<file path="src/rtl/rbp_pkg.sv">
package rbp_pkg;

  // Default sizes of the two stores.
  localparam int unsigned MAX_COLUMNS_DEF   = 512;
  localparam int unsigned MAX_ROW_BYTES_DEF = 64;

  // Widths of the effective settings, wide enough for the whole parameter range.
  localparam int unsigned COL_W = 13;  // up to 4096 columns
  localparam int unsigned NB_W  = 10;  // up to 512 bytes per row

  // Configuration port.
  localparam int unsigned CFG_IDX_W  = 2;
  localparam int unsigned CFG_DATA_W = 10;
  localparam logic [CFG_IDX_W-1:0] REG_COLUMN_COUNT = 2'd0;
  localparam logic [CFG_IDX_W-1:0] REG_ROW_BYTES    = 2'd1;

  // Item operation codes.
  localparam logic [1:0] OP_LOAD_ORDER = 2'd0;
  localparam logic [1:0] OP_WRITE_ROW  = 2'd1;
  localparam logic [1:0] OP_READ_BYTE  = 2'd2;

  // Effective, already clamped settings handed to the sequencer.
  typedef struct packed {
    logic [COL_W-1:0] cols;
    logic [NB_W-1:0]  nbytes;
  } cfg_t;

endpackage

</file>
<file path="src/rtl/rbp_if.sv">
interface rbp_in_if;
  logic       valid;
  logic       ready;
  logic [1:0] op;
  logic [8:0] index;
  logic [8:0] order_value;
  logic [7:0] row_byte;

  modport source (output valid, output op, output index, output order_value,
                  output row_byte, input ready);
  modport sink   (input valid, input op, input index, input order_value,
                  input row_byte, output ready);
endinterface

interface rbp_out_if;
  logic       valid;
  logic       ready;
  logic [5:0] out_index;
  logic [7:0] out_byte;
  logic       bad_order;

  modport source (output valid, output out_index, output out_byte, output bad_order,
                  input ready);
  modport sink   (input valid, input out_index, input out_byte, input bad_order,
                  output ready);
endinterface


</file>
<file path="src/rtl/rbp_ctrl.sv">
module rbp_ctrl #(
  parameter int unsigned MAX_COLUMNS   = rbp_pkg::MAX_COLUMNS_DEF,
  parameter int unsigned MAX_ROW_BYTES = rbp_pkg::MAX_ROW_BYTES_DEF,
  localparam int unsigned OAW = $clog2(MAX_COLUMNS),
  localparam int unsigned RAW = (MAX_ROW_BYTES > 1) ? $clog2(MAX_ROW_BYTES) : 1
) (
  input  logic          clk_i,
  input  logic          rst_ni,
  input  rbp_pkg::cfg_t cfg_i,
  rbp_in_if.sink        in_i,
  rbp_out_if.source     out_o,
  output logic          ord_we_o,
  output logic          ord_re_o,
  output logic [OAW-1:0] ord_addr_o,
  output logic [8:0]    ord_wdata_o,
  input  logic [8:0]    ord_rdata_i,
  output logic          row_we_o,
  output logic          row_re_o,
  output logic [RAW-1:0] row_addr_o,
  output logic [7:0]    row_wdata_o,
  input  logic [7:0]    row_rdata_i
);

  localparam logic ST_IDLE = 1'b0;
  localparam logic ST_RUN  = 1'b1;
  localparam logic [rbp_pkg::COL_W-1:0] ColMax = rbp_pkg::COL_W'(MAX_COLUMNS);

  logic [0:0] state_q;
  logic [8:0] idx_q;
  logic [3:0] k_q;
  logic       ord_vld_q, bit_vld_q, base_vld_q;
  logic       bit_bad_q;
  logic [2:0] bit_sel_q;
  logic [7:0] acc_q;
  logic       bad_q;
  logic       out_valid_q;
  logic [5:0] out_index_q;
  logic [7:0] out_byte_q;
  logic       out_bad_q;

  logic        in_acc, run;
  logic        idx_row_ok, idx_ord_ok, start_rd;
  logic [11:0] iss_col;
  logic        iss_ok;
  logic        pos_bad;
  logic        finish, load_out;
  logic [OAW+11:0] ord_col_ext;
  logic [OAW+8:0]  ord_idx_ext;
  logic [RAW+8:0]  row_idx_ext;
  logic [RAW+5:0]  row_pos_ext;

  assign run         = (state_q == ST_RUN);
  assign in_i.ready  = (state_q == ST_IDLE);
  assign in_acc      = in_i.valid && in_i.ready;

  assign idx_row_ok  = {1'b0, in_i.index} < cfg_i.nbytes;
  assign idx_ord_ok  = {4'b0000, in_i.index} < ColMax;
  assign start_rd    = in_acc && (in_i.op == rbp_pkg::OP_READ_BYTE) && idx_row_ok;

  // Column whose order entry is fetched next; valid columns form a prefix.
  assign iss_col = run ? {idx_q, k_q[2:0]} : {in_i.index, 3'b000};
  assign iss_ok  = run ? (!k_q[3] && ({1'b0, iss_col} < cfg_i.cols))
                       : (start_rd && ({1'b0, iss_col} < cfg_i.cols));

  // A source position at or beyond the row length reads as zero.
  assign pos_bad = !({4'b0000, ord_rdata_i} < {cfg_i.nbytes, 3'b000});

  // Order table port: loads while idle, fetches while a byte is built.
  assign ord_col_ext = {OAW'(0), iss_col};
  assign ord_idx_ext = {OAW'(0), in_i.index};
  assign ord_we_o    = in_acc && (in_i.op == rbp_pkg::OP_LOAD_ORDER) && idx_ord_ok;
  assign ord_re_o    = iss_ok;
  assign ord_addr_o  = ord_we_o ? ord_idx_ext[OAW-1:0] : ord_col_ext[OAW-1:0];
  assign ord_wdata_o = in_i.order_value;

  // Row store port: write or base read while idle, bit fetches while running.
  assign row_idx_ext = {RAW'(0), in_i.index};
  assign row_pos_ext = {RAW'(0), ord_rdata_i[8:3]};
  assign row_we_o    = in_acc && (in_i.op == rbp_pkg::OP_WRITE_ROW) && idx_row_ok;
  assign row_re_o    = start_rd || (run && ord_vld_q && !pos_bad);
  assign row_addr_o  = run ? row_pos_ext[RAW-1:0] : row_idx_ext[RAW-1:0];
  assign row_wdata_o = in_i.row_byte;

  assign finish   = run && !base_vld_q && !ord_vld_q && !bit_vld_q && !iss_ok;
  assign load_out = finish && (!out_valid_q || out_o.ready);

  always_ff @(posedge clk_i or negedge rst_ni) begin
    if (!rst_ni) begin
      state_q     <= ST_IDLE;
      k_q         <= '0;
      ord_vld_q   <= 1'b0;
      bit_vld_q   <= 1'b0;
      base_vld_q  <= 1'b0;
      out_valid_q <= 1'b0;
    end else begin
      ord_vld_q  <= iss_ok;
      bit_vld_q  <= run && ord_vld_q;
      base_vld_q <= start_rd;
      if (start_rd) begin
        state_q <= ST_RUN;
        k_q     <= {3'b000, iss_ok};
      end else if (run) begin
        k_q <= k_q + {3'b000, iss_ok};
        if (load_out) begin
          state_q <= ST_IDLE;
        end
      end
      if (load_out) begin
        out_valid_q <= 1'b1;
      end else if (out_o.ready) begin
        out_valid_q <= 1'b0;
      end
    end
  end

  always_ff @(posedge clk_i) begin
    if (start_rd) begin
      idx_q <= in_i.index;
      bad_q <= 1'b0;
    end
    bit_bad_q <= pos_bad;
    bit_sel_q <= ~ord_rdata_i[2:0];
    if (base_vld_q) begin
      acc_q <= row_rdata_i;
    end else if (bit_vld_q) begin
      acc_q <= {acc_q[6:0], bit_bad_q ? 1'b0 : row_rdata_i[bit_sel_q]};
      bad_q <= bad_q | bit_bad_q;
    end
    if (load_out) begin
      out_index_q <= idx_q[5:0];
      out_byte_q  <= acc_q;
      out_bad_q   <= bad_q;
    end
  end

  assign out_o.valid     = out_valid_q;
  assign out_o.out_index = out_index_q;
  assign out_o.out_byte  = out_byte_q;
  assign out_o.bad_order = out_bad_q;

  a_idle_empty: assert property (@(posedge clk_i) disable iff (!rst_ni)
    in_i.ready |-> !(base_vld_q || ord_vld_q || bit_vld_q))
    else $error("sequencer idle with fetches in flight");

  a_base_bit_excl: assert property (@(posedge clk_i) disable iff (!rst_ni)
    !(base_vld_q && bit_vld_q))
    else $error("base byte and row bit returned together");

  a_col_count: assert property (@(posedge clk_i) disable iff (!rst_ni)
    k_q <= 4'd8)
    else $error("column counter passed one byte");

  a_bit_follows_order: assert property (@(posedge clk_i) disable iff (!rst_ni)
    bit_vld_q |-> $past(ord_vld_q))
    else $error("row bit returned without an order entry");

  a_row_port: assert property (@(posedge clk_i) disable iff (!rst_ni)
    !(row_we_o && row_re_o))
    else $error("row store read and written in one cycle");

endmodule

</file>
<file path="src/flat_wrapper.sv">
// flat-port wrapper written by rule: the top's interface ports become plain ports
module rbp_ctrl_flat 
#(
  parameter int unsigned MAX_COLUMNS   = rbp_pkg::MAX_COLUMNS_DEF,
  parameter int unsigned MAX_ROW_BYTES = rbp_pkg::MAX_ROW_BYTES_DEF,
  localparam int unsigned OAW = $clog2(MAX_COLUMNS),
  localparam int unsigned RAW = (MAX_ROW_BYTES > 1) ? $clog2(MAX_ROW_BYTES) : 1
)
  (clk_i, rst_ni, cfg_i, ord_we_o, ord_re_o, ord_addr_o, ord_wdata_o, ord_rdata_i, row_we_o, row_re_o, row_addr_o, row_wdata_o, row_rdata_i, in_i_valid, in_i_op, in_i_index, in_i_order_value, in_i_row_byte, in_i_ready, out_o_valid, out_o_out_index, out_o_out_byte, out_o_bad_order, out_o_ready);
  rbp_in_if in_i_i ();
  rbp_out_if out_o_i ();
  input  logic clk_i;
  input  logic rst_ni;
  input  rbp_pkg::cfg_t cfg_i;
  output logic ord_we_o;
  output logic ord_re_o;
  output logic [OAW-1:0] ord_addr_o;
  output logic [8:0] ord_wdata_o;
  input  logic [8:0] ord_rdata_i;
  output logic row_we_o;
  output logic row_re_o;
  output logic [RAW-1:0] row_addr_o;
  output logic [7:0] row_wdata_o;
  input  logic [7:0] row_rdata_i;
  input wire logic [$bits(in_i_i.valid)-1:0] in_i_valid;
  input wire logic [$bits(in_i_i.op)-1:0] in_i_op;
  input wire logic [$bits(in_i_i.index)-1:0] in_i_index;
  input wire logic [$bits(in_i_i.order_value)-1:0] in_i_order_value;
  input wire logic [$bits(in_i_i.row_byte)-1:0] in_i_row_byte;
  output wire logic [$bits(in_i_i.ready)-1:0] in_i_ready;
  output wire logic [$bits(out_o_i.valid)-1:0] out_o_valid;
  output wire logic [$bits(out_o_i.out_index)-1:0] out_o_out_index;
  output wire logic [$bits(out_o_i.out_byte)-1:0] out_o_out_byte;
  output wire logic [$bits(out_o_i.bad_order)-1:0] out_o_bad_order;
  input wire logic [$bits(out_o_i.ready)-1:0] out_o_ready;
  assign in_i_i.valid = in_i_valid;
  assign in_i_i.op = in_i_op;
  assign in_i_i.index = in_i_index;
  assign in_i_i.order_value = in_i_order_value;
  assign in_i_i.row_byte = in_i_row_byte;
  assign in_i_ready = in_i_i.ready;
  assign out_o_valid = out_o_i.valid;
  assign out_o_out_index = out_o_i.out_index;
  assign out_o_out_byte = out_o_i.out_byte;
  assign out_o_bad_order = out_o_i.bad_order;
  assign out_o_i.ready = out_o_ready;
  rbp_ctrl #(.MAX_COLUMNS(MAX_COLUMNS), .MAX_ROW_BYTES(MAX_ROW_BYTES)) u_core (.clk_i(clk_i), .rst_ni(rst_ni), .cfg_i(cfg_i), .in_i(in_i_i), .out_o(out_o_i), .ord_we_o(ord_we_o), .ord_re_o(ord_re_o), .ord_addr_o(ord_addr_o), .ord_wdata_o(ord_wdata_o), .ord_rdata_i(ord_rdata_i), .row_we_o(row_we_o), .row_re_o(row_re_o), .row_addr_o(row_addr_o), .row_wdata_o(row_wdata_o), .row_rdata_i(row_rdata_i));
endmodule
</file>
<file path="config.mk">
export PLATFORM = sky130hd
export DESIGN_NAME = rbp_ctrl_flat
export DESIGN_NICKNAME = d
export VERILOG_FILES = /design/src/rtl/rbp_pkg.sv /design/src/rtl/rbp_if.sv /design/src/rtl/rbp_ctrl.sv /design/src/flat_wrapper.sv
export SDC_FILE = /design/constraint.sdc
export NUM_CORES = 1
export LEC_CHECK = 0
export BUFFER_PORTS_ARGS = -buffer_cell sky130_fd_sc_hd__buf_4
export CAP_MARGIN = 20
export CORE_UTILIZATION = 51
export CTS_BUF_LIST = sky130_fd_sc_hd__clkbuf_16
export CTS_CLUSTER_DIAMETER = 200
export DETAILED_ROUTE_END_ITERATION = 12
export HOLD_SLACK_MARGIN = 0.05
export PLACE_DENSITY = 0.85
export SETUP_SLACK_MARGIN = 0.15
export SYNTH_ARGS = -nofsm -noshare
export SYNTH_HDL_FRONTEND = slang
export SYNTH_SLANG_ARGS = --single-unit
</file>
<file path="constraint.sdc">
create_clock -name clk_i -period 4.45 [get_ports clk_i]
set_clock_uncertainty 0.1 [all_clocks]
set_input_delay 0.445 -clock clk_i [delete_from_list [all_inputs] [get_ports clk_i]]
set_output_delay 0.445 -clock clk_i [all_outputs]
set_load 0.02 [all_outputs]
</file>
==> flow_metrics.env <==
export IMPL_r2r_slack_ns=1.11
export IMPL_fin_crit_sh_pct=77.3
export IMPL_vias=2213
export IMPL_critical_path_most_common_cell="nand2_1"
export IMPL_synth_edf_count=32
export IMPL_cts_root_buf="clkbuf_16"
export IMPL_post_cts_buffers=0
export IMPL_path_class="reg -> out"
export IMPL_via_per_inst=5.46
export IMPL_critPathRequiredTime_ns=3.90
export IMPL_finalInstanceArea_mm2=0.00351
export IMPL_drcViolationCount=0
export IMPL_cp_arrival_ns=2.89
export IMPL_core_area_mm2=0.00514
export IMPL_wire_per_inst_um=16.6
export IMPL_first_global_vias=2074
export IMPL_die_area_mm2=0.00565
export IMPL_worst_path_max_delay_cell="dfrtp_1"
export IMPL_period_minus_slack_ns=3.44
export IMPL_worst_pin_slew_ns=0.677
export IMPL_rsz0062_at_grt="no"
export IMPL_routed_wl_um=6720
export IMPL_yosysSeqAreaShare_pct=47.1
export IMPL_num_fill_cells=391
export IMPL_cts_num_sinks=46
export IMPL_cp_cell_sequence="inv_1 > nand2_1 > nand2_1 > ha_1 > a21o_1 > a21oi_1 > o221a_2 > nand2_1 > a21oi_1 > buf_4"
export IMPL_ant_nets=0
export IMPL_drtIter0Drc=203
export IMPL_port_buffers=90
export IMPL_num_rows=26
export IMPL_overflow=0
export IMPL_post_cts_resized=0
export IMPL_worstHoldPathType="in -> reg"
export IMPL_die_height_um=75.2
export IMPL_power_leakage_nw=1.73
export IMPL_finalSetupViolCount=0
export IMPL_yosysUniqueCellTypes=46
export IMPL_n_antenna_cell=0
export IMPL_status="complete, no violations"
export IMPL_fin_nets=432
export IMPL_htreeDepth=2
export IMPL_antenna_found_initial=0
export IMPL_utilization_pct=68.2
export IMPL_irDropWorstVdd_uv=312
export IMPL_place_area_mm2=0.00335
export IMPL_synth_nets=355
export IMPL_async_reset_ff_share_pct=19.6
export IMPL_cap_violations=0
export IMPL_hold_viol_final=0
export IMPL_io_pins=125
export IMPL_path_buf_inv=2
export IMPL_area_growth_syn_to_layout_pct=28.4
export IMPL_final_cell_mix="91 x buf_4, 40 x nand2_1, 32 x edfxtp_1"
export IMPL_cts_made_buffers=5
export IMPL_clock_fmax_mhz=291
export IMPL_tns_ns=0
export IMPL_cellPowerDensity_mw_per_mm2=510
export IMPL_dr_pass1_iters=4
export IMPL_start_util_pct=53.1
export IMPL_slew_viol_final=0
export IMPL_synth_main_ff_cell="edfxtp_1"
export IMPL_gp_congestion=0.896
export IMPL_grt_pass1_wl_um=9960
export IMPL_startpoint_type="flop"
export IMPL_die_x_um=75.2
export IMPL_critPathMaxFanout=19
export IMPL_ys_seq_elements=46
export IMPL_cts_buffer_depth=2
export IMPL_total_power_w=0.00179
export IMPL_syn_inst=257
export IMPL_hpwl_um=5300
export IMPL_grt_util_all_layers_pct=24.8
export IMPL_clock_latency_ns=0.29
export IMPL_cp_slowest_stage_delay_ns=0.71
export IMPL_yosysWarnings=0
export IMPL_layout_cells_most_common="buf_4"
export IMPL_max_slew_margin_pct=54.8
export IMPL_hold_buffers=1
export IMPL_synth_area_mm2=0.00273
export IMPL_cp_top_family="compound AO/OA/AOI/OAI gates"
export IMPL_cts_tree="built"
export IMPL_cp_end_kind="output port"
export IMPL_drive_gt1_share_pct=35.2
export IMPL_cts_clk_slew_worst_paths_ns=0.06
export IMPL_grt_max_degree=20
export IMPL_avgSynthCellArea_um2=10.6
[synthesized netlist by cell type (all sizes together) (3+ instances only)]
cell	n	share of area (%)
a211oi	3	0.82
a21o	5	1.4
a21oi	7	1.3
a31oi	8	1.8
and2	4	0.92
buf	21	5.3
dfrtp	9	8.2
dfxtp	5	3.7
edfxtp	32	35
ha	26	12
inv	27	3.7
mux2	10	4.1
mux2i	4	1.5
nand2	40	5.5
nand2b	5	1.4
nor2	14	2.2
o21ai	7	1.3
[stage by stage]
stage	setup slack, ns	std cells	hold slack (ns)
floorplan	1.17	257	0.0494
detailed placement	1.20	396	0.177
finish	1.01	405	0.197
global route	0.794	405	0.201
global placement	1.28	396	0.175
CTS	1.04	405	0.191
[area by class of cell]
cell class,instances,area (µm²),area share (%)
timing repair buffer,92,693,19.8
tap,70,87.6,2.50
sequential,46,1290,36.7
inverter,27,101,2.89
clock inverter,3,17.5,0.500
multi-input combinational,162,1190,34.1
clock buffer,5,125,3.57
[metal layers]
layer | part of all wire [%] | track usage (%) | wire length [µm]
met5 | 0 | 0 | 0
met4 | 1.7 | 10.3 | 114
met3 | 7.5 | 6.02 | 504
met2 | 51 | 41.9 | 3420
met1 | 40 | 30.6 | 2670
[state kept, by name, indices dropped and copies added, names as in the netlist, 3 cells and up]
name and cells:
u_core.acc_q 8, u_core.bit_sel_q 3, u_core.idx_q 9, u_core.k_q 4, u_core.out_o.out_byte 8, u_core.out_o.out_index 6
[cells by family (layout without fill, tap and decap cells)]
family / Yosys count / in the layout / synth area share [%]
xor+xnor: 2 / 2 / 0.641
buf+inv: 49 / 127 / 9.16
simple gates: 81 / 81 / 15.0
flops: 46 / 46 / 47.1
fa+ha+maj: 26 / 26 / 11.9
compound gates: 37 / 37 / 8.98
mux: 16 / 16 / 7.24
[worst register-to-register path, delay by kind of cell, from the launching register on]
family                     cells  cell delay, ns
muxes                          1            0.42
adders and majority gates      1            0.33
AOI/OAI and AO/OA              1            0.25
DFF                            1            0.71
and+or+nand+nor                4            1.16
[where the power goes]
part           internal, W  switching (W)  total, W  leakage [nW]
Combinational     0.000343       0.000430  0.000773          1.21
Clock             0.000206       0.000151  0.000357        0.0750
Sequential        0.000584      0.0000736  0.000658         0.450
Total              0.00113       0.000655   0.00179          1.73
[worst paths after layout]
kind	from	endpoint	cells after the start
min reg2reg	u_core.acc_q[7]$_DFFE_PP_	u_core.out_o.out_byte[7]$_DFFE_PP_	0
max in group asynchronous	rst_ni	u_core.run$_DFF_PN0_	2
min in group asynchronous	rst_ni	u_core.bit_vld_q$_DFF_PN0_	2
max	u_core.run$_DFF_PN0_	ord_re_o	10
max reg2reg	u_core.run$_DFF_PN0_	u_core.out_o.out_index[3]$_DFFE_PP_	7
min	ord_rdata_i[0]	u_core.bit_sel_q[0]$_DFF_P_	2
Note: power is estimated with default switching activity, not from simulation.
