$ cat config.mk
export PLATFORM = sky130hd
export DESIGN_NAME = rbp_ram
export DESIGN_NICKNAME = d
export VERILOG_FILES = /design/src/rtl/rbp_ram.sv
export SDC_FILE = /design/constraint.sdc
export NUM_CORES = 1
export LEC_CHECK = 0
export ABC_AREA = 1
export BUFFER_PORTS_ARGS = -buffer_cell sky130_fd_sc_hd__buf_2
export CELL_PAD_IN_SITES_DETAIL_PLACEMENT = 1
export CELL_PAD_IN_SITES_GLOBAL_PLACEMENT = 2
export CORE_ASPECT_RATIO = 1.1
export CORE_MARGIN = 2
export CORE_UTILIZATION = 42
export DETAILED_ROUTE_END_ITERATION = 7
export GPL_TIMING_DRIVEN = 0
export PLACE_DENSITY_LB_ADDON = 0.1
export SLEW_MARGIN = 20
export SYNTH_ARGS = -nofsm -noshare
export SYNTH_HDL_FRONTEND = slang
export SYNTH_SLANG_ARGS = --single-unit
$ cat constraint.sdc
create_clock -name clk_i -period 2.8 [get_ports clk_i]
set_input_delay 0.14 -clock clk_i [delete_from_list [all_inputs] [get_ports clk_i]]
set_output_delay 0.14 -clock clk_i [all_outputs]
set_load 0.05 [all_outputs]
$ cat src/rtl/rbp_ram.sv
module rbp_ram #(
  parameter int unsigned WIDTH = 8,
  parameter int unsigned DEPTH = 64,
  localparam int unsigned AW   = (DEPTH > 1) ? $clog2(DEPTH) : 1
) (
  input  logic             clk_i,
  input  logic             we_i,
  input  logic             re_i,
  input  logic [AW-1:0]    addr_i,
  input  logic [WIDTH-1:0] wdata_i,
  output logic [WIDTH-1:0] rdata_o
);

  logic [WIDTH-1:0] mem_q [DEPTH];
  logic [WIDTH-1:0] rdata_q;

  always_ff @(posedge clk_i) begin
    if (we_i) begin
      mem_q[addr_i] <= wdata_i;
    end
    if (re_i) begin
      rdata_q <= mem_q[addr_i];
    end
  end

  assign rdata_o = rdata_q;

endmodule

==> results of run 1 <==
[where the power goes]
group          switching (uW)  total [uW]  internal, uW
registers                15.3        8650          8630
logic                     932        1200           269
clock network            3120        7420          4300
total                    4070       17300         13200
[synth_stat cells]
master                     count
sky130_fd_sc_hd__inv_2         4
sky130_fd_sc_hd__buf_2        52
sky130_fd_sc_hd__buf_6        15
sky130_fd_sc_hd__inv_1        25
sky130_fd_sc_hd__o21ai_1       6
sky130_fd_sc_hd__buf_1         4
sky130_fd_sc_hd__nor3_2        8
sky130_fd_sc_hd__o211ai_1      5
sky130_fd_sc_hd__nor2_2        2
sky130_fd_sc_hd__o21ai_0       1
sky130_fd_sc_hd__nor4_1        2
sky130_fd_sc_hd__nor2_1       87
sky130_fd_sc_hd__clkinv_1      1
sky130_fd_sc_hd__edfxtp_1    520
sky130_fd_sc_hd__nand2_1    1384
sky130_fd_sc_hd__or2_1         3
sky130_fd_sc_hd__buf_4         7
sky130_fd_sc_hd__or2_2         3
sky130_fd_sc_hd__clkbuf_1     23
sky130_fd_sc_hd__nand4_1       2
sky130_fd_sc_hd__nand3_1      13
[path summary, 6_finish.rpt]
| path | start | to | slack [ns] | depth (start not counted) |
|---|---|---|---|---|
| worst max-delay path | addr_i[2] | mem_q[63][0] | -0.07 | 5 |
| worst min-delay path | wdata_i[4] | mem_q[54][4] | 0.04 | 1 |
| worst max register to register | mem_q[16][6] | rdata_o[6] | 1.08 | 7 |
| worst min register to register | mem_q[31][6] | rdata_o[6] | 0.89 | 6 |
[worst reg2reg max path, cell delays in order (launching register included)]
cell	delay [ns]
sky130_fd_sc_hd__edfxtp_1	0.36
sky130_fd_sc_hd__or2_2	0.28
sky130_fd_sc_hd__nand3_1	0.07
sky130_fd_sc_hd__nand2_1	0.06
sky130_fd_sc_hd__o21ai_1	0.18
sky130_fd_sc_hd__nand2_1	0.11
sky130_fd_sc_hd__nor2_1	0.26
sky130_fd_sc_hd__nand2_1	0.15
[metrics by stage]
step	setup WS [ns]	setup TNS [ns]	utilization (%)	area [um^2]	std cells
6_report	-0.07423	-0.9678	47.81	25000	2972
5_1_grt	-0.06021	-1.120	47.81	25000	2972
4_1_cts	0.04478	0	47.78	24990	2971
3_5_place_dp	-0.5902	-140.49	44.29	23160	2866
3_3_place_gp	-0.5655	-120.77	44.10	23060	2861
2_1_floorplan	0.6914	0	-	22130	2167
[layout by cell type (no fill, tap or decap), drive strengths merged]
| cell | n |
|---|---|
| o211ai | 5 |
| diode | 1 |
| or2 | 6 |
| clkinv | 27 |
| dlygate4sd3 | 3 |
| buf | 102 |
| nand3 | 13 |
| inv | 30 |
| nor3 | 8 |
| edfxtp | 520 |
| nand2 | 1384 |
| o21ai | 7 |
| bufinv | 7 |
| clkinvlp | 1 |
| nor4 | 2 |
| clkbuf | 90 |
| nand4 | 2 |
| nor2 | 89 |
[cell type report]
class	instances	area [um^2]
Multi-Input combinational cell	1516	5837
Buffer	101	583.1
Clock buffer	67	1443
Inverter	30	112.6
Fill cell	5789	27300
Tap cell	675	844.6
Sequential cell	520	15620
Antenna cell	1	2.502
Timing Repair Buffer	27	215.2
Clock inverter	35	351.6
[sequential cells by signal, indices dropped and copies added, names as in the netlist]
signal   count
mem_q      512
rdata_o      8
[repair_timing]
item,in CTS,in global routing
endpoints found under the setup margin,0,39
resized for setup,0,1
hold buffers,3,0
hold endpoints to repair,39,0
[logic make-up after synthesis]
logic type / synth area share (%)
AO/OA/AOI/OAI: 0.3280
buffers and inverters: 3.144
AND/OR/NAND/NOR: 25.95
flip-flops: 70.58
[metal layers]
metal  part of all wire, %  wire length (um)  up-vias  track usage [%]
met2                    50             36270      417            47.13
met1                    42             30550     7711            34.96
met3                   5.3              3826      109            3.962
met4                   2.7              1962        0            7.856
met5                     0                 0        -                0
li1                      -                 -     7189                -
==> flow_metrics.env, run 1 <==
export IMPL_run_status="finished, violations left"
export IMPL_violations_in_the_final_reports="setup timing"
export IMPL_ctsRootBufferMaster="sky130_fd_sc_hd__clkbuf_16"
export IMPL_class_of_the_tightest_hold_or_removal_check="primary input to flop"
export IMPL_tritoncts="done"
export IMPL_post_synth_design_cell_area_mm2=0.02212
export IMPL_antenna_found_initial=1
export IMPL_place_hpwl_um=49190
export IMPL_gp_congestion=0.8425
export IMPL_final_hold_worst_slack_ns=0.03850
export IMPL_clock_insertion_delay_worst_skew_ns=0.62
export IMPL_drt_total_wl_um=72610
export IMPL_worst_ep_required_time_ns=3.02
export IMPL_core_rowCount=88
export IMPL_slowest_stage="sky130_fd_sc_hd__nor2_1"
export IMPL_powerDensity_mw_per_mm2=690.7
export IMPL_syn_nets=2184
export IMPL_worst_path_max_fanout=10
export IMPL_finalClockSkew_ns=0.03020
export IMPL_port_buffers=19
export IMPL_postSynthCellCount=2167
export IMPL_timing_final_setup_violations=32
export IMPL_slowest_delay_ns=1.14
export IMPL_share_of_synthesized_area_occupied_by_flip_flops_and_latches_pct=70.58
export IMPL_nNetsFinal=2268
export IMPL_crit_chain="buf_2 -> buf_2 -> buf_1 -> nand4_1 -> nor2_1"
export IMPL_cts_sinks=520
export IMPL_floorplan_core_area_mm2=0.05230
export IMPL_cts_htree_levels=2
export IMPL_netlist_top_cells_area="sky130_fd_sc_hd__edfxtp_1, sky130_fd_sc_hd__nand2_1, sky130_fd_sc_hd__nor2_1"
export IMPL_dieArea_mm2=0.05453
export IMPL_worst_slew_slack_as_a_fraction_of_its_limit_pct=21.14
export IMPL_grt_max_degree=65
export IMPL_io_pin_count=25
export IMPL_yosysWarningCount=0
export IMPL_totalPowerFinal_uw=17270
export IMPL_cp_top_family="simple AND/OR/NAND/NOR gates"
export IMPL_cellLeakagePower_uw=0.01037
export IMPL_setup_worst_path_end_class="flop"
export IMPL_cp_num_buf_inv=3
export IMPL_syn_avg_cell_area_um2=10.21
export IMPL_drt_drc_violations_left=0
export IMPL_postRouteAntennaNets=0
export IMPL_congestion_overflow_gr=0
export IMPL_timing_critical_path_arrival_ns=3.10
export IMPL_timing_final_crit_period_ns=2.874
export IMPL_worst_path_most_repeated_cell="sky130_fd_sc_hd__buf_2"
export IMPL_critical_setup_path_class="primary input to flop"
export IMPL_grt_setup_unrepaired="true"
export IMPL_cts_inserted_buffers=55
export IMPL_area_growth_syn_to_layout_pct=13.01
export IMPL_avgRoutedWirePerCell_um=24.43
export IMPL_cts_setup_buffers=0
export IMPL_grt_first_pass_wirelength_um=105200
export IMPL_synth_largest_area_cell="sky130_fd_sc_hd__edfxtp_1"
export IMPL_layout_worst_path_cycle_share_pct=102.7
export IMPL_grt_total_usage_pct=26.98
export IMPL_route_detailed_vias_per_inst=5.190
export IMPL_final_max_slew_viol_count=0
export IMPL_transition_time_at_the_pin_with_the_least_slew_margin_ns=1.179
export IMPL_floorplan_die_width_um=222.8
export IMPL_detailroute_via_count=15430
export IMPL_drt_initial_drc_count=1152
export IMPL_vdd_drop_max_uv=524.9
export IMPL_dr_pass1_iters=5
export IMPL_die_y_um=244.7
export IMPL_post_route_cells_drive_above_1_share_pct=8.667
export IMPL_clock_path_buffers=3
export IMPL_synth_seq_cells=520
export IMPL_drv_max_cap_violation_count=0
export IMPL_initial_core_util_pct=42.30
export IMPL_ys_types=21
export IMPL_maxClockFrequency_mhz=347.9
export IMPL_yosys_area_top_type_share_pct=70.58
export IMPL_first_global_vias=16000
export IMPL_final_hold_violation_count=0
export IMPL_critPathLaunchType="primary input"
export IMPL_path_clk_slew_ns=0.06
export IMPL_timing_final_ws_setup_ns=-0.07423
No activity file was read; power rests on OpenSTA's default activity.
==> run 2: changes to the inputs <==
--- a/config.mk
+++ b/config.mk
@@ -11,7 +11,8 @@
 export CELL_PAD_IN_SITES_GLOBAL_PLACEMENT = 2
 export CORE_ASPECT_RATIO = 1.1
 export CORE_MARGIN = 2
-export CORE_UTILIZATION = 42
+export CORE_UTILIZATION = 44
+export CTS_BUF_LIST = sky130_fd_sc_hd__clkbuf_8
 export DETAILED_ROUTE_END_ITERATION = 7
 export GPL_TIMING_DRIVEN = 0
 export PLACE_DENSITY_LB_ADDON = 0.1
==> run 2 against run 1 <==
Effect of this change:
- the flow now finishes without violations
- non-clock buffer count down 3
- global-route usage up 1.1 points
- clock skew decreased by 0.018 ns
- wire length down 1.7%
- total power shrank 7.6%
- sequential power hardly changed
- cell area down 1.3%
==> flow_metrics.env, run 2 (synthesis results as in run 1) <==
export IMPL_worst_path_max_fanout=10
export IMPL_grt_first_pass_wirelength_um=103800
export IMPL_grt_total_usage_pct=28.10
export IMPL_vdd_drop_max_uv=419.5
export IMPL_drv_max_cap_violation_count=0
export IMPL_cp_num_buf_inv=3
export IMPL_ctsRootBufferMaster="sky130_fd_sc_hd__clkbuf_8"
export IMPL_cellLeakagePower_uw=0.01034
export IMPL_route_detailed_vias_per_inst=5.188
export IMPL_cts_setup_buffers=0
export IMPL_first_global_vias=15970
export IMPL_powerDensity_mw_per_mm2=647.0
export IMPL_clock_path_buffers=3
export IMPL_largest_reg_flops=512
export IMPL_port_buffers=19
export IMPL_antenna_found_initial=1
export IMPL_drt_initial_drc_count=1194
export IMPL_setup_worst_path_end_class="flop"
export IMPL_gp_congestion=0.9193
export IMPL_worst_path_most_repeated_cell="sky130_fd_sc_hd__buf_2"
export IMPL_crit_chain="buf_2 -> buf_2 -> buf_2 -> nand4_1 -> nor2_1"
export IMPL_timing_final_setup_violations=0
export IMPL_drt_total_wl_um=71380
export IMPL_finalSetupTns_ns=0
export IMPL_detailroute_via_count=15600
export IMPL_area_growth_syn_to_layout_pct=11.51
export IMPL_fillCellCount=5589
export IMPL_die_y_um=239.2
export IMPL_cp_top_family="simple AND/OR/NAND/NOR gates"
export IMPL_layout_cells_non_filler=3007
export IMPL_finalClockSkew_ns=0.01248
export IMPL_slowest_delay_ns=1.07
export IMPL_class_of_the_tightest_hold_or_removal_check="primary input to flop"
export IMPL_nNetsFinal=2295
export IMPL_critical_setup_path_class="primary input to flop"
export IMPL_postRouteAntennaNets=0
export IMPL_critPathLaunchType="primary input"
export IMPL_floorplan_die_width_um=217.8
export IMPL_cts_sinks=520
export IMPL_transition_time_at_the_pin_with_the_least_slew_margin_ns=1.163
export IMPL_timing_critical_path_arrival_ns=2.98
export IMPL_drt_drc_violations_left=0
export IMPL_timing_final_crit_period_ns=2.695
export IMPL_mostFrequentLayoutCell="sky130_fd_sc_hd__nand2_1"
export IMPL_slowest_stage="sky130_fd_sc_hd__nor2_1"
export IMPL_path_clk_slew_ns=0.06
export IMPL_layout_worst_path_cycle_share_pct=96.25
export IMPL_maxClockFrequency_mhz=371.0
export IMPL_worst_slew_slack_as_a_fraction_of_its_limit_pct=22.16
export IMPL_dr_pass1_iters=5
export IMPL_congestion_overflow_gr=0
export IMPL_tritoncts="done"
export IMPL_worst_ep_required_time_ns=3.09
export IMPL_place_hpwl_um=47690
export IMPL_grt_max_degree=65
export IMPL_cts_inserted_buffers=85
export IMPL_cts_htree_levels=3
export IMPL_final_max_slew_viol_count=0
export IMPL_largest_register="mem_q"
export IMPL_initial_core_util_pct=44.31
export IMPL_grt_setup_unrepaired="false"
export IMPL_avgRoutedWirePerCell_um=23.74
export IMPL_run_status="completed"
export IMPL_floorplan_core_area_mm2=0.04993
export IMPL_clock_insertion_delay_worst_skew_ns=0.66
export IMPL_layout_cells_most_common_list="sky130_fd_sc_hd__nand2_1, sky130_fd_sc_hd__edfxtp_1, sky130_fd_sc_hd__clkbuf_8"
export IMPL_dieArea_mm2=0.05210
export IMPL_final_hold_violation_count=0
export IMPL_ff2ff_setup_slack_ns=0.99
export IMPL_totalPowerFinal_uw=15960
export IMPL_io_pin_count=25
export IMPL_post_route_cells_drive_above_1_share_pct=9.467
export IMPL_placedCellCount=2849
export IMPL_core_rowCount=86
[run 2: changes by cell type in the layout (fill, tap and decap cells not counted), sizes merged]
| cell | delta |
|---|---|
| buf | -2 |
| diode | +1 |
| bufinv | -6 |
| clkinv | +14 |
| dlygate4sd3 | -1 |
| inv | +22 |
| clkbuf | +22 |
[run 2: final cells by class]
class                   instances  area, um^2  share of cell area, %
flip-flops and latches        520       15620                  63.29
clock inverters                65       297.8                  1.207
multi-input cells            1516        5834                  23.65
clock buffers                  89        1225                  4.965
diodes                          2       5.005                0.02029
well taps                     660       825.8                  3.347
inverters                      30       112.6                 0.4564
plain buffers                 101       583.1                  2.363
repair buffers                 24       172.7                 0.6999
[run 2: stage by stage]
stage               instance area (um^2)  hold slack, ns  setup WS [ns]  utilization, %
global placement                   23050          0.4700        -0.5229           46.16
CTS                                24660         0.01398         0.1307           49.39
detailed placement                 23120          0.4773        -0.5919           46.30
finish                             24670         0.03855         0.1049           49.41
floorplan                          22130          0.2389         0.6914               -
global route                       24670         0.05002        0.04231           49.41
[run 2: routing by layer]
| layer | vias up | share of wire (%) | global-route usage [%] |
|---|---|---|---|
| met1 | 7788 | 42 | 36.40 |
| li1 | 7257 | - | - |
| met4 | 0 | 2.6 | 9.029 |
| met3 | 99 | 6.3 | 5.029 |
| met5 | - | 0 | 0 |
| met2 | 455 | 50 | 48.02 |
[run 2: path summary, 6_finish.rpt]
path                            depth (start not counted)    startpoint            to
worst max-delay path                                    5     addr_i[1]   mem_q[7][3]
worst min-delay path                                    1    wdata_i[6]  mem_q[55][6]
worst max register to register                          7  mem_q[39][6]    rdata_o[6]
worst min register to register                         10  mem_q[56][1]    rdata_o[1]
[run 2: power by group]
part / internal [uW] / switching (uW) / leakage (uW) / total, uW
Sequential: 8640 / 14.8 / 0.00469 / 8650
Combinational: 264 / 938 / 0.00479 / 1200
Clock: 3040 / 3070 / 0.000864 / 6110
Total: 11900 / 4030 / 0.0103 / 16000
[run 2: repair_timing]
| action | CTS | global route |
|---|---|---|
| endpoints found under the setup margin | 0 | 3 |
| hold buffers | 2 | 0 |
| gates resized for setup | 0 | 1 |
| endpoints found under the hold margin | 22 | 0 |
==> run 3: changes to the inputs <==
--- a/config.mk
+++ b/config.mk
@@ -10,7 +10,6 @@
 export CELL_PAD_IN_SITES_DETAIL_PLACEMENT = 1
 export CELL_PAD_IN_SITES_GLOBAL_PLACEMENT = 2
 export CORE_ASPECT_RATIO = 1.1
-export CORE_MARGIN = 2
 export CORE_UTILIZATION = 44
 export CTS_BUF_LIST = sky130_fd_sc_hd__clkbuf_8
 export DETAILED_ROUTE_END_ITERATION = 7
==> run 3 against run 2 <==
Effect of this change:
- via count fell by 0.29%
- cell area barely moved
- sequential power hardly changed
- cell count down 0.23%
- first-iteration DRC count is 3.9% lower
- sequential share of layout area about the same
- wire length down 1.1%
- count of clock-buffer cells in the layout increased by 1
- setup slack worse by 0.0076 ns
- clock skew is 0.021 ns higher
- highest routed layer unchanged
==> flow_metrics.env, run 3 (synthesis results as in run 1) <==
export IMPL_run_status="completed"
export IMPL_floorplan_die_width_um=215.8
export IMPL_dr_pass1_iters=5
export IMPL_timing_final_crit_period_ns=2.703
export IMPL_final_max_slew_viol_count=0
export IMPL_slowest_delay_ns=1.10
export IMPL_critical_setup_path_class="primary input to flop"
export IMPL_cts_setup_buffers=0
export IMPL_worst_slew_slack_as_a_fraction_of_its_limit_pct=22.33
export IMPL_first_global_vias=16280
export IMPL_worstRegToRegCells=7
export IMPL_setup_worst_path_end_class="flop"
export IMPL_finalClockSkew_ns=0.03378
export IMPL_port_buffers=19
export IMPL_gp_congestion=0.8843
export IMPL_worst_ep_required_time_ns=3.09
export IMPL_postRouteAntennaNets=0
export IMPL_vdd_drop_max_uv=380.4
export IMPL_largest_register="mem_q"
export IMPL_maxClockFrequency_mhz=370.0
export IMPL_drt_initial_drc_count=1148
export IMPL_avgRoutedWirePerCell_um=23.53
export IMPL_floorplan_core_area_mm2=0.04924
export IMPL_clock_insertion_delay_worst_skew_ns=0.69
export IMPL_cp_top_family="simple AND/OR/NAND/NOR gates"
export IMPL_tritoncts="done"
export IMPL_mostFrequentLayoutCell="sky130_fd_sc_hd__nand2_1"
export IMPL_grt_setup_unrepaired="false"
export IMPL_congestion_overflow_gr=0
export IMPL_core_rowCount=85
export IMPL_drt_drc_violations_left=0
export IMPL_cp_num_buf_inv=3
export IMPL_timing_critical_path_depth=6
export IMPL_transition_time_at_the_pin_with_the_least_slew_margin_ns=1.161
export IMPL_timing_critical_path_arrival_ns=2.99
export IMPL_hold_path_cell_count=1
export IMPL_drv_max_cap_violation_count=0
export IMPL_io_pin_count=25
export IMPL_slowest_stage="sky130_fd_sc_hd__nor2_1"
export IMPL_antenna_found_initial=0
export IMPL_grt_max_degree=65
export IMPL_dieArea_mm2=0.05119
export IMPL_layout_worst_path_cycle_share_pct=96.52
export IMPL_path_clk_slew_ns=0.06
export IMPL_clock_path_buffers=3
export IMPL_cellLeakagePower_uw=0.01038
export IMPL_cts_sinks=520
export IMPL_cts_inserted_buffers=86
export IMPL_grt_first_pass_wirelength_um=103600
export IMPL_detailroute_via_count=15550
export IMPL_largest_reg_flops=512
export IMPL_placedCellCount=2842
export IMPL_nNetsFinal=2298
export IMPL_layout_cells_non_filler=3000
export IMPL_area_growth_syn_to_layout_pct=11.59
export IMPL_worst_path_max_fanout=11
export IMPL_timing_final_setup_violations=0
export IMPL_crit_chain="buf_2 -> inv_2 -> buf_2 -> nor2_2 -> nand3_1 -> nor2_1"
export IMPL_post_route_cells_drive_above_1_share_pct=9.416
export IMPL_final_hold_violation_count=0
export IMPL_cts_htree_levels=3
export IMPL_critPathLaunchType="primary input"
export IMPL_initial_core_util_pct=44.93
export IMPL_final_hold_worst_slack_ns=0.04054
export IMPL_ctsRootBufferMaster="sky130_fd_sc_hd__clkbuf_8"
export IMPL_die_y_um=237.2
export IMPL_place_hpwl_um=47490
export IMPL_powerDensity_mw_per_mm2=647.8
export IMPL_cts_repair_resized=0
export IMPL_route_detailed_vias_per_inst=5.184
export IMPL_drt_total_wl_um=70580
export IMPL_grt_total_usage_pct=28.29
export IMPL_layout_cells_most_common_list="sky130_fd_sc_hd__nand2_1, sky130_fd_sc_hd__edfxtp_1, sky130_fd_sc_hd__clkbuf_8"
export IMPL_worst_path_most_repeated_cell="sky130_fd_sc_hd__buf_2"
export IMPL_finalSetupTns_ns=0
export IMPL_class_of_the_tightest_hold_or_removal_check="primary input to flop"
run 3: per-layer routing:
metal  GRT usage [%]  part of all wire, %
met5               0                    0
met2           47.98                   49
met4           11.05                  3.2
met1           36.33                   42
met3           4.581                  5.8
run 3: metrics by stage:
stage / utilization, % / cell area, um^2 / worst slack (ns) / total power (uW)
6_report: 50.14 / 24690 / 0.09735 / 15990
5_1_grt: 50.14 / 24690 / 0.08445 / 16500
4_1_cts: 50.13 / 24680 / 0.1715 / 16100
3_5_place_dp: 46.95 / 23120 / -0.5387 / 10000
3_3_place_gp: 46.78 / 23040 / -0.5465 / 9967
2_1_floorplan: - / 22130 / 0.6914 / 9443
run 3: repair_timing:
item | CTS | global route
hold buffers | 3 | 0
setup endpoints to repair | 0 | 0
endpoints found under the hold margin | 70 | 0
run 3: area by class of cell:
cell class                      count  area (um^2)
Antenna cell                        1        2.502
Buffer                            101        583.1
Clock buffer                       90         1239
Clock inverter                     64        295.3
Fill cell                        5496        24550
Inverter                           30        112.6
Multi-Input combinational cell   1516         5832
Sequential cell                   520        15620
Tap cell                          652        815.8
Timing Repair Buffer               26        195.2
run 3: power by group:
part           total, uW  switching [uW]  internal [uW]
combinational       1190             927            266
sequential          8650            16.2           8640
clock               6150            3090           3060
run 3: worst paths after layout:
| path | from | endpoint | slack (ns) |
|---|---|---|---|
| max | addr_i[1] | mem_q[58][2] | 0.1 |
| min | wdata_i[6] | mem_q[55][6] | 0.04 |
| max reg2reg | mem_q[39][6] | rdata_o[6] | 1.09 |
| min reg2reg | mem_q[31][6] | rdata_o[6] | 0.91 |
