### src/rtl/rbp_pkg.sv
package rbp_pkg;

  // Default sizes of the two stores.
  localparam int unsigned MAX_COLUMNS_DEF   = 512;
  localparam int unsigned MAX_ROW_BYTES_DEF = 64;

  // Widths of the effective settings, wide enough for the whole parameter range.
  localparam int unsigned COL_W = 13;  // up to 4096 columns
  localparam int unsigned NB_W  = 10;  // up to 512 bytes per row

  // Configuration port.
  localparam int unsigned CFG_IDX_W  = 2;
  localparam int unsigned CFG_DATA_W = 10;
  localparam logic [CFG_IDX_W-1:0] REG_COLUMN_COUNT = 2'd0;
  localparam logic [CFG_IDX_W-1:0] REG_ROW_BYTES    = 2'd1;

  // Item operation codes.
  localparam logic [1:0] OP_LOAD_ORDER = 2'd0;
  localparam logic [1:0] OP_WRITE_ROW  = 2'd1;
  localparam logic [1:0] OP_READ_BYTE  = 2'd2;

  // Effective, already clamped settings handed to the sequencer.
  typedef struct packed {
    logic [COL_W-1:0] cols;
    logic [NB_W-1:0]  nbytes;
  } cfg_t;

endpackage

### src/rtl/rbp_if.sv


interface rbp_cfg_if;
  logic                             valid;
  logic                             ready;
  logic [rbp_pkg::CFG_IDX_W-1:0]    index;
  logic [rbp_pkg::CFG_DATA_W-1:0]   data;

  modport source (output valid, output index, output data, input ready);
  modport sink   (input valid, input index, input data, output ready);
endinterface

### src/rtl/rbp_cfg.sv
module rbp_cfg #(
  parameter int unsigned MAX_COLUMNS   = rbp_pkg::MAX_COLUMNS_DEF,
  parameter int unsigned MAX_ROW_BYTES = rbp_pkg::MAX_ROW_BYTES_DEF
) (
  input  logic          clk_i,
  input  logic          rst_ni,
  rbp_cfg_if.sink       cfg_i,
  output rbp_pkg::cfg_t cfg_o
);

  localparam logic [rbp_pkg::COL_W-1:0] ColMax   = rbp_pkg::COL_W'(MAX_COLUMNS);
  localparam logic [rbp_pkg::NB_W-1:0]  BytesMax = rbp_pkg::NB_W'(MAX_ROW_BYTES);
  localparam logic [rbp_pkg::NB_W-1:0]  BytesRst =
      (MAX_ROW_BYTES < 64) ? rbp_pkg::NB_W'(MAX_ROW_BYTES) : rbp_pkg::NB_W'(64);

  logic [rbp_pkg::COL_W-1:0] cols_q, cols_d;
  logic [rbp_pkg::NB_W-1:0]  nbytes_q, nbytes_d;
  logic [rbp_pkg::COL_W-1:0] col_wr;
  logic [rbp_pkg::NB_W-1:0]  rb_wr;

  assign cfg_i.ready = 1'b1;

  // Registers are kept in clamped form so the sequencer compares directly.
  always_comb begin
    col_wr   = {3'b000, cfg_i.data[9:0]};
    rb_wr    = {3'b000, cfg_i.data[6:0]};
    cols_d   = cols_q;
    nbytes_d = nbytes_q;
    if (cfg_i.valid) begin
      unique case (cfg_i.index)
        rbp_pkg::REG_COLUMN_COUNT: begin
          cols_d = (col_wr > ColMax) ? ColMax : col_wr;
        end
        rbp_pkg::REG_ROW_BYTES: begin
          if (rb_wr == '0) begin
            nbytes_d = rbp_pkg::NB_W'(1);
          end else if (rb_wr > BytesMax) begin
            nbytes_d = BytesMax;
          end else begin
            nbytes_d = rb_wr;
          end
        end
        default: begin
        end
      endcase
    end
  end

  always_ff @(posedge clk_i or negedge rst_ni) begin
    if (!rst_ni) begin
      cols_q   <= '0;
      nbytes_q <= BytesRst;
    end else begin
      cols_q   <= cols_d;
      nbytes_q <= nbytes_d;
    end
  end

  assign cfg_o.cols   = cols_q;
  assign cfg_o.nbytes = nbytes_q;

endmodule

### src/flat_wrapper.sv
// flat-port wrapper written by rule: the top's interface ports become plain ports
module rbp_cfg_flat 
#(
  parameter int unsigned MAX_COLUMNS   = rbp_pkg::MAX_COLUMNS_DEF,
  parameter int unsigned MAX_ROW_BYTES = rbp_pkg::MAX_ROW_BYTES_DEF
)
  (clk_i, rst_ni, cfg_o, cfg_i_valid, cfg_i_index, cfg_i_data, cfg_i_ready);
  rbp_cfg_if cfg_i_i ();
  input  logic clk_i;
  input  logic rst_ni;
  output rbp_pkg::cfg_t cfg_o;
  input wire logic [$bits(cfg_i_i.valid)-1:0] cfg_i_valid;
  input wire logic [$bits(cfg_i_i.index)-1:0] cfg_i_index;
  input wire logic [$bits(cfg_i_i.data)-1:0] cfg_i_data;
  output wire logic [$bits(cfg_i_i.ready)-1:0] cfg_i_ready;
  assign cfg_i_i.valid = cfg_i_valid;
  assign cfg_i_i.index = cfg_i_index;
  assign cfg_i_i.data = cfg_i_data;
  assign cfg_i_ready = cfg_i_i.ready;
  rbp_cfg #(.MAX_COLUMNS(MAX_COLUMNS), .MAX_ROW_BYTES(MAX_ROW_BYTES)) u_core (.clk_i(clk_i), .rst_ni(rst_ni), .cfg_i(cfg_i_i), .cfg_o(cfg_o));
endmodule
### config.mk
export PLATFORM = sky130hd
export DESIGN_NAME = rbp_cfg_flat
export DESIGN_NICKNAME = d
export VERILOG_FILES = /design/src/rtl/rbp_pkg.sv /design/src/rtl/rbp_if.sv /design/src/rtl/rbp_cfg.sv /design/src/flat_wrapper.sv
export SDC_FILE = /design/constraint.sdc
export NUM_CORES = 1
export LEC_CHECK = 0
export BUFFER_PORTS_ARGS = -buffer_cell sky130_fd_sc_hd__buf_2
export CORE_MARGIN = 2
export CORE_UTILIZATION = 25
export CTS_CLUSTER_SIZE = 12
export DETAILED_ROUTE_END_ITERATION = 7
export PLACE_DENSITY = 0.6
export SYNTH_ARGS = -nofsm -noshare
export SYNTH_HDL_FRONTEND = slang
export SYNTH_SLANG_ARGS = --single-unit
### constraint.sdc
create_clock -name clk_i -period 0.8 [get_ports clk_i]
set_input_delay 0.16 -clock clk_i [delete_from_list [all_inputs] [get_ports clk_i]]
set_output_delay 0.16 -clock clk_i [all_outputs]
set_load 0.02 [all_outputs]
==> summary.txt, run 1 <==
Floorplan
  – IO Count: 39
  – Die span in x: 60.2 um
  – Die area: approximately 3600 um2
  – Initial Util: 0.261
  – Die H: about 60 um
  – Total core area: approximately 3000 um2
  – Cell Rows: 20

Worst setup path
  – CP required: around 640 ps
  – Crit-path max cell delay: 550 ps
  – FF-to-FF path depth: 2
  – Nature of the critical path endpoint: output pin
  – Setup CP Type: reg2out
  – Worst setup SP type: flip-flop
  – Reg2reg end: u_core.cols_q[9]
  – Buf/Inv on CP: 1
  – Slowest CP cell: dfstp_2
  – CP Max Fanout: 2
  – Worst EP arrival: 950 ps
  – Reg2reg start: u_core.cols_q[9]
  – Delay-heaviest family, CP: flip-flops
  – Crit path cell chain: buf_6
  – Setup slack, reg-to-reg: -80 ps

Finish
  – Layout Area Growth over Synthesis: 62.2%
  – Ant. Diodes: 0
  – Share of layout cells above drive strength 1: 0.504
  – Design area: about 1300 um2
  – Nets: ~150

Timing
  – Peak Freq: 903 MHz
  – Final number of hold-violating endpoints: 0
  – Final WS setup: -308 ps
  – RSZ-0062 raised after global routing: true
  – Period minus WS final: ~1100 ps
  – Max Transition Viols Final: 0
  – # setup viols final: 19
  – Final period util: 1.39
  – Clk_skew: 0 ps

Hold path
  – Hold WC Path Type: in2reg
  – WHS Endpoint: u_core.cols_q[7]
  – Hold path start: cfg_i_data[7]
  – Number of cells on the worst hold path: 3

Clock tree
  – Clk pin slew, worst setup/hold paths: 100 ps
  – H-tree Lvls: 1
  – CTS tree: built
  – Clock Sinks: 17
  – Worst-skew pair later-pin latency: ~280 ps
  – Cts bufs inserted: 3
  – Clk buf depth: 2
  – Clock root buffer: clkbuf_4

Route
  – Wirelength, routed: between 1500 and 2000 um
  – Via-to-Cell Ratio: 3.95
  – Routed Antenna Nets: 0
  – Vias: 684
  – DRT iter0 DRCs: 6
  – Initial DRT Pass Iterations: 4
  – DRC Markers: 0
  – Routed len/inst: 10.7 um

Placed design
  – Post-placement cell area: around 990 um2
  – Routability cong.: 0.705
  – DP HPWL: approximately 1300 um
  – Port bufs: 31

Synthesis
  – Post-synthesis cell area: approximately 790 um2
  – #FFs+latches synth: 17
  – Average size of a mapped cell: 9.88 um2
  – Distinct cells, synth: 18
  – Cell count after synthesis: 80
  – Yosys Warn Count: 0
  – Seq/Total Area, Yosys: 0.540

Global routing
  – Largest net degree at the start of global routing: 18
  – Initial antenna violation count: 0
  – Global-route wire length before repair: approximately 3100 um
  – Vias in the first global route: ~730
  – Grt ovf: 0
  – GRT Total Usage: 0.114

Power
  – Pleak: 0.633 nW
  – Peak supply drop: roughly 960 uV
  – PwrDens: approximately 1800 nW/um2
  – PnR Total Power: between 2 and 2.5 mW

Run status
  – Outcome: finished with violations
  – Violated checks: negative setup slack

Flow run
  – Max-cap viol count: 0
[worst max path at each step]
| stage | end | depth (start not counted) | slack (ps) | start |
|---|---|---|---|---|
| 4_1_cts | cfg_o[6] | 1 | -320 | u_core.nbytes_q[6] |
| 5_1_grt | cfg_o[6] | 1 | -350 | u_core.nbytes_q[6] |
| 3_5_place_dp | u_core.cols_q[5] | 5 | -480 | cfg_i_index[1] |
| 3_3_place_gp | u_core.cols_q[9] | 3 | -450 | cfg_i_index[1] |
| 2_1_floorplan | u_core.cols_q[9] | 3 | -280 | cfg_i_index[1] |
| 6_report | cfg_o[6] | 1 | -310 | u_core.nbytes_q[6] |
[where the power goes]
part | switching [mW] | leakage, nW | internal, mW | total [mW]
clock | 0.274 | 0.0177 | 0.186 | 0.459
combinational | 0.384 | 0.396 | 0.445 | 0.829
sequential | 0.0900 | 0.219 | 0.982 | 1.07
[synth_stat cells]
library cell  instances  area, um2
a21oi_1               1       5.00
nor3_1                1       5.00
nand2b_1             14       87.6
dfstp_2               1       26.3
clkbuf_1              1       3.75
or3b_1                1       8.76
nor2_1                1       3.75
conb_1                2       7.51
buf_4                 7       52.6
o21ai_1               4       20.0
nand3b_1              1       7.51
o31ai_1               1       7.51
mux2_2                1       11.3
dfrtp_1              16        400
o21ai_0              10       50.1
mux2_4                1       15.0
buf_6                 2       22.5
nand2_1              15       56.3
[layer usage]
metal | track usage | wire length (um) | up-vias
met3 | 0.0260 | 119 | 0
li1 | - | - | 340
met5 | 0 | 0 | -
met1 | 0.152 | 881 | 317
met4 | 0.0381 | 0 | 0
met2 | 0.180 | 857 | 27
[flip-flops by register name, summed over array words and instances (netlist names)]
name,cells
u_core.cols_q,10
u_core.nbytes_q,7
[area by class of cell]
| cell class | instances | area [um2] |
|---|---|---|
| sequential | 17 | 427 |
| timing repair buffer | 50 | 432 |
| clock inverter | 1 | 5.00 |
| clock buffer | 3 | 22.5 |
| tap | 44 | 55.1 |
| fill | 289 | 1750 |
| multi-input combinational | 58 | 342 |
[cell usage in the layout, fill, tap and decap left out]
| cell type | count |
|---|---|
| buf_8 | 1 |
| o21ai_0 | 5 |
| dfrtp_1 | 16 |
| nand2_4 | 2 |
| o21ai_2 | 4 |
| dfstp_2 | 1 |
| buf_4 | 14 |
| mux2_4 | 1 |
| clkbuf_4 | 3 |
| dlygate4sd3_1 | 1 |
| nand3b_1 | 1 |
| nor2_1 | 1 |
| buf_6 | 21 |
| buf_2 | 13 |
| nor3_1 | 1 |
| nand2_1 | 11 |
| conb_1 | 7 |
| a21oi_1 | 1 |
| or3b_4 | 1 |
| o31ai_1 | 1 |
| nand2_2 | 2 |
| mux2_2 | 1 |
| clkinv_2 | 1 |
| nand2b_1 | 14 |
| o21ai_1 | 5 |
[cell families (layout without fill, tap and decap cells)]
kind of cell / Yosys count / count (layout) / share of synthesized area
compound gates: 16 / 16 / 0.104
mux: 2 / 2 / 0.0332
flops: 17 / 17 / 0.540
simple gates: 33 / 33 / 0.214
other cells: 2 / 7 / 0.00950
buf+inv: 10 / 54 / 0.0997
[through the flow]
stage	setup slack [ps]	hold slack [ps]	setup TNS, ps	utilization	std cells
2_1_floorplan	-282	-136	-2380	-	85
3_3_place_gp	-449	98.1	-4460	0.328	157
3_5_place_dp	-481	103	-4710	0.328	157
4_1_cts	-323	105	-3660	0.405	172
5_1_grt	-349	117	-4320	0.424	173
6_report	-308	110	-3490	0.424	173
[timing repair]
item	in CTS	in global routing
endpoints found under the setup margin	25	23
cloned	0	0
setup buffers	10	2
hold buffers	1	0
pin swaps	1	4
gates resized for setup	40	16
hold endpoints to repair	16	0
Power figures use the tool's default switching activity.
==> run 2, diff against run 1 <==
--- a/config.mk
+++ b/config.mk
@@ -6,11 +6,12 @@
 export NUM_CORES = 1
 export LEC_CHECK = 0
 export BUFFER_PORTS_ARGS = -buffer_cell sky130_fd_sc_hd__buf_2
+export CORE_ASPECT_RATIO = 0.6
 export CORE_MARGIN = 2
 export CORE_UTILIZATION = 25
 export CTS_CLUSTER_SIZE = 12
 export DETAILED_ROUTE_END_ITERATION = 7
-export PLACE_DENSITY = 0.6
+export PLACE_DENSITY = 0.58
 export SYNTH_ARGS = -nofsm -noshare
 export SYNTH_HDL_FRONTEND = slang
 export SYNTH_SLANG_ARGS = --single-unit
==> constraint.sdc (replaced) <==
create_clock -name clk_i -period 1.1 [get_ports clk_i]
set_input_delay 0.22 -clock clk_i [delete_from_list [all_inputs] [get_ports clk_i]]
set_output_delay 0.22 -clock clk_i [all_outputs]
set_load 0.02 [all_outputs]
==> summary.txt, run 2 (same netlist as run 1, synthesis figures left out) <==
Power
  – Peak supply drop: approximately 650 uV
  – PwrDens: 1590 nW/um2
  – PnR Total Power: between 1.5 and 2 mW
  – Pleak: 0.521 nW

Clock tree
  – Post-CTS setup buffers: 0
  – Clock root buffer: clkbuf_8
  – CTS tree: built
  – Clock Sinks: 17
  – Clk pin slew, worst setup/hold paths: about 60 ps
  – Clk buf depth: 2
  – H-tree Lvls: 1
  – Worst-skew pair later-pin latency: between 200 and 300 ps
  – Cts bufs inserted: 3

Finish
  – Largest registers: u_core.cols_q x10, u_core.nbytes_q x7
  – Finished Layout Cells: roughly 160
  – Share of layout cells above drive strength 1: 0.354
  – Design area: about 1000 um2
  – Layout Area Growth over Synthesis: 28.5%
  – Max FFs per register: 10
  – Biggest register: u_core.cols_q
  – Commonest non-fill, non-tap cell in the layout: buf_2
  – Nets: roughly 130
  – Most frequent cells in the layout: 30 x buf_2, 16 x dfrtp_1, 15 x nand2_1
  – Ant. Diodes: 0

Worst setup path
  – Buf/Inv on CP: 1
  – Nature of the critical path endpoint: output pin
  – Worst EP arrival: 900 ps
  – Slowest CP cell: dfstp_2
  – CP required: 880 ps
  – Crit path cell chain: buf_6
  – Delay-heaviest family, CP: flip-flops
  – Worst setup SP type: flip-flop
  – Crit-path max cell delay: between 500 and 600 ps
  – CP Max Fanout: 2
  – Setup CP Type: reg2out

Global routing
  – Largest net degree at the start of global routing: 18
  – Initial antenna violation count: 0
  – GRT Total Usage: 0.0974
  – Grt ovf: 0
  – Vias in the first global route: between 500 and 600
  – Global-route wire length before repair: around 2600 um

Placed design
  – Routability cong.: ~0.7
  – DP HPWL: 1310 um
  – Port bufs: 31
  – Post-placement cell area: roughly 950 um2
  – Cells after DPL: 150

Timing
  – Peak Freq: 893 MHz
  – # setup viols final: 1
  – Max Transition Viols Final: 0
  – Final period util: 1.02
  – Clk_skew: 0 ps
  – RSZ-0062 raised after global routing: true
  – Final number of hold-violating endpoints: 0
  – Final WS setup: -20.1 ps
  – Period minus WS final: about 1100 ps
  – Setup TNS: -20.1 ps
  – Hold slack final: around 220 ps

Floorplan
  – IO Count: 39
  – Initial Util: 0.268
  – Die H: ~48 um
  – Die span in x: ~77 um
  – Cell Rows: 15
  – Die area: between 3000 and 4000 um2
  – Total core area: between 2000 and 3000 um2

Flow run
  – Max-cap viol count: 0

Route
  – Highest metal used: met3
  – DRT iter0 DRCs: 9
  – Initial DRT Pass Iterations: 4
  – Routed len/inst: 10.6 um
  – Via-to-Cell Ratio: between 3 and 4
  – DRC Markers: 0
  – Met2 routed WL: around 700 um
  – Vias: approximately 620
  – Wirelength, routed: 1640 um
  – Post-Route M1 WL: ~840 um
  – WL met3: around 97 um
  – Routed Antenna Nets: 0

Run status
  – Violated checks: negative setup slack
  – Outcome: finished with violations

Hold path
  – Hold WC Path Type: in2reg
==> run 2: cell types whose count changed in the layout (fill, tap and decap cells not counted), moves of 2 or more <==
cell and delta:
nand2_1 +4, nand2_2 -2, nand2_4 -2, clkbuf_4 -3, clkbuf_8 +3, o21ai_2 -4
o21ai_0 +5, buf_6 -20, buf_4 -12, buf_2 +17
==> run 2: worst paths after layout <==
kind / startpoint / to / slack, ps / cells after the start
setup / recovery: u_core.nbytes_q[6] / cfg_o[6] / -20 / 1
hold reg to reg: u_core.cols_q[4] / u_core.cols_q[4] / 470 / 2
min in group asynchronous: rst_ni / u_core.cols_q[2] / 410 / 2
hold / removal: cfg_i_data[8] / u_core.cols_q[8] / 220 / 3
max in group asynchronous: rst_ni / u_core.nbytes_q[6] / 370 / 2
setup reg to reg: u_core.cols_q[9] / u_core.cols_q[9] / 350 / 1
==> run 2: metal layers <==
metal  track usage  up-vias
met1         0.123      285
met5             0        -
li1              -      310
met4        0.0327        0
met2         0.159       23
met3        0.0377        0
==> run 2: per-stage QoR <==
step	utilization	setup WS [ps]
global placement	0.324	-120
floorplan	-	-42.1
finish	0.345	-20.1
CTS	0.345	-26.2
detailed placement	0.324	-196
global route	0.345	-58.7
==> run 2: repair_timing <==
item / in CTS / in global routing
setup endpoints to repair: 1 / 1
hold buffers: 1 / 0
endpoints found under the hold margin: 16 / 0
cloned: 0 / 0
gates resized for setup: 2 / 0
pin swaps: 0 / 0
==> run 2: power by group <==
part | switching [mW] | internal (mW) | total, mW | leakage (nW)
clock network | 0.212 | 0.251 | 0.463 | 0.0255
registers | 0.0443 | 0.714 | 0.759 | 0.219
logic | 0.246 | 0.145 | 0.391 | 0.276
==> run 2: area by class of cell <==
type                            count  area (um2)
Clock buffer                        3        41.3
Clock inverter                      1        5.00
Fill cell                         309        1930
Multi-Input combinational cell     58         304
Sequential cell                    17         427
Tap cell                           42        52.6
Timing Repair Buffer               34         186
==> run 3, diff against run 2 <==
--- a/config.mk
+++ b/config.mk
@@ -9,9 +9,8 @@
 export CORE_ASPECT_RATIO = 0.6
 export CORE_MARGIN = 2
 export CORE_UTILIZATION = 25
-export CTS_CLUSTER_SIZE = 12
 export DETAILED_ROUTE_END_ITERATION = 7
-export PLACE_DENSITY = 0.58
+export PLACE_DENSITY = 0.56
 export SYNTH_ARGS = -nofsm -noshare
 export SYNTH_HDL_FRONTEND = slang
 export SYNTH_SLANG_ARGS = --single-unit
==> summary.txt, run 3 (same netlist as run 1, synthesis figures left out) <==
Route
  – Vias: around 620
  – Routed len/inst: roughly 11 um
  – DRT iter0 DRCs: 9
  – Wirelength, routed: approximately 1600 um
  – DRC Markers: 0
  – Via-to-Cell Ratio: between 3 and 4
  – Initial DRT Pass Iterations: 4
  – Routed Antenna Nets: 0

Global routing
  – Global-route wire length before repair: ~2600 um
  – Grt ovf: 0
  – GRT Total Usage: 0.0976
  – Vias in the first global route: 579
  – Largest net degree at the start of global routing: 18
  – Initial antenna violation count: 0

Worst setup path
  – Worst Setup SP: u_core.nbytes_q[6]
  – Crit-path max cell delay: approximately 540 ps
  – Crit path cell chain: buf_6
  – Reg2reg start: u_core.cols_q[9]
  – Worst setup SP type: flip-flop
  – CP required: around 900 ps
  – CP Max Fanout: 2
  – Buf/Inv on CP: 1
  – Nature of the critical path endpoint: output pin
  – Setup CP Type: reg2out
  – Slowest CP cell: dfstp_2
  – Worst EP arrival: 900 ps
  – Delay-heaviest family, CP: flip-flops

Finish
  – Nets: 130
  – Commonest non-fill, non-tap cell in the layout: buf_2
  – Most frequent cells in the layout: 30 x buf_2, 16 x dfrtp_1, 15 x nand2_1
  – Multi-input gate area: 304 um2
  – Util after Layout: 0.347
  – Ant. Diodes: 0
  – Largest registers: u_core.cols_q x10, u_core.nbytes_q x7
  – FF+latch area: about 430 um2
  – Biggest register: u_core.cols_q
  – Fill cell count: ~300
  – Max FFs per register: 10
  – Finished Layout Cells: between 150 and 200
  – Share of layout cells above drive strength 1: 0.360
  – Layout Area Growth over Synthesis: 29.4%

Placed design
  – Port bufs: 31
  – Cells after DPL: 151
  – Routability cong.: approximately 0.74
  – DP HPWL: 1300 um

Run status
  – Outcome: finished with violations
  – Violated checks: negative setup slack

Floorplan
  – IO Count: 39
  – Die area: 3640 um2
  – Die span in x: 76.6 um
  – Initial Util: 0.268
  – Die H: 47.6 um
  – Total core area: 2950 um2
  – Cell Rows: 15

Timing
  – Peak Freq: slightly below 900 MHz
  – Final period util: 1.02
  – # setup viols final: 1
  – Period minus WS final: around 1100 ps
  – RSZ-0062 raised after global routing: true
  – Final WS setup: -24.1 ps
  – Max Transition Viols Final: 0
  – Setup TNS: -24.1 ps
  – Clk_skew: 0 ps
  – Final number of hold-violating endpoints: 0
  – Hold slack final: 206 ps

Clock tree
  – Clk buf depth: 2
  – Clock root buffer: clkbuf_8
  – Worst-skew pair later-pin latency: between 200 and 300 ps
  – H-tree Lvls: 1
  – Clk pin slew, worst setup/hold paths: approximately 60 ps
  – Cts bufs inserted: 3
  – Clock Sinks: 17
  – CTS tree: built

Power
  – Peak supply drop: 817 uV
  – Pleak: 0.525 nW
  – PwrDens: 1580 nW/um2

Hold path
  – Hold WC Path Type: in2reg
  – Hold path start: cfg_i_data[7]

Flow run
  – Max-cap viol count: 0
run 3: changes by cell type in the layout (fill, tap and decap cells not counted), sizes merged:
cell	before	now
buf	33	34
run 3: timing repair:
item	CTS	global route
pin swaps	0	0
endpoints found under the hold margin	16	0
setup buffers	0	0
resized for setup	2	0
hold buffers	1	0
cloned	0	0
setup endpoints to repair	1	1
run 3: final timing paths:
path,end,slack (ps),depth (start not counted)
hold reg to reg,u_core.nbytes_q[5],480,2
min in group asynchronous,u_core.cols_q[2],410,2
max in group asynchronous,u_core.nbytes_q[6],380,2
setup / recovery,cfg_o[6],-20,1
hold / removal,u_core.cols_q[7],210,3
setup reg to reg,u_core.cols_q[9],340,1
run 3: power by group:
group | switching (mW) | internal (mW)
combinational | 0.244 | 0.147
sequential | 0.0437 | 0.714
clock | 0.217 | 0.252
run 3: routing by layer:
layer | vias to the layer above | GRT usage | wire (um)
li1 | 314 | - | -
met1 | 274 | 0.111 | 764
met2 | 26 | 0.163 | 715
met3 | 3 | 0.0491 | 145
met4 | 0 | 0.0436 | 17
met5 | - | 0 | 0
run 3: per-stage QoR:
| step | setup slack, ps | power [mW] | area, um2 |
|---|---|---|---|
| 2_1_floorplan | -42.1 | 1.01 | 810 |
| 3_3_place_gp | -129 | 1.14 | 961 |
| 3_5_place_dp | -171 | 1.15 | 961 |
| 4_1_cts | -31.9 | 1.64 | 1020 |
| 5_1_grt | -53.4 | 1.71 | 1020 |
| 6_report | -24.1 | 1.62 | 1020 |
run 3: cell type report:
type                       count  share of cell area
sequential                    17               0.417
timing repair buffer          35               0.189
multi-input combinational     58               0.297
tap                           42              0.0513
clock inverter                 1             0.00489
clock buffer                   3              0.0403
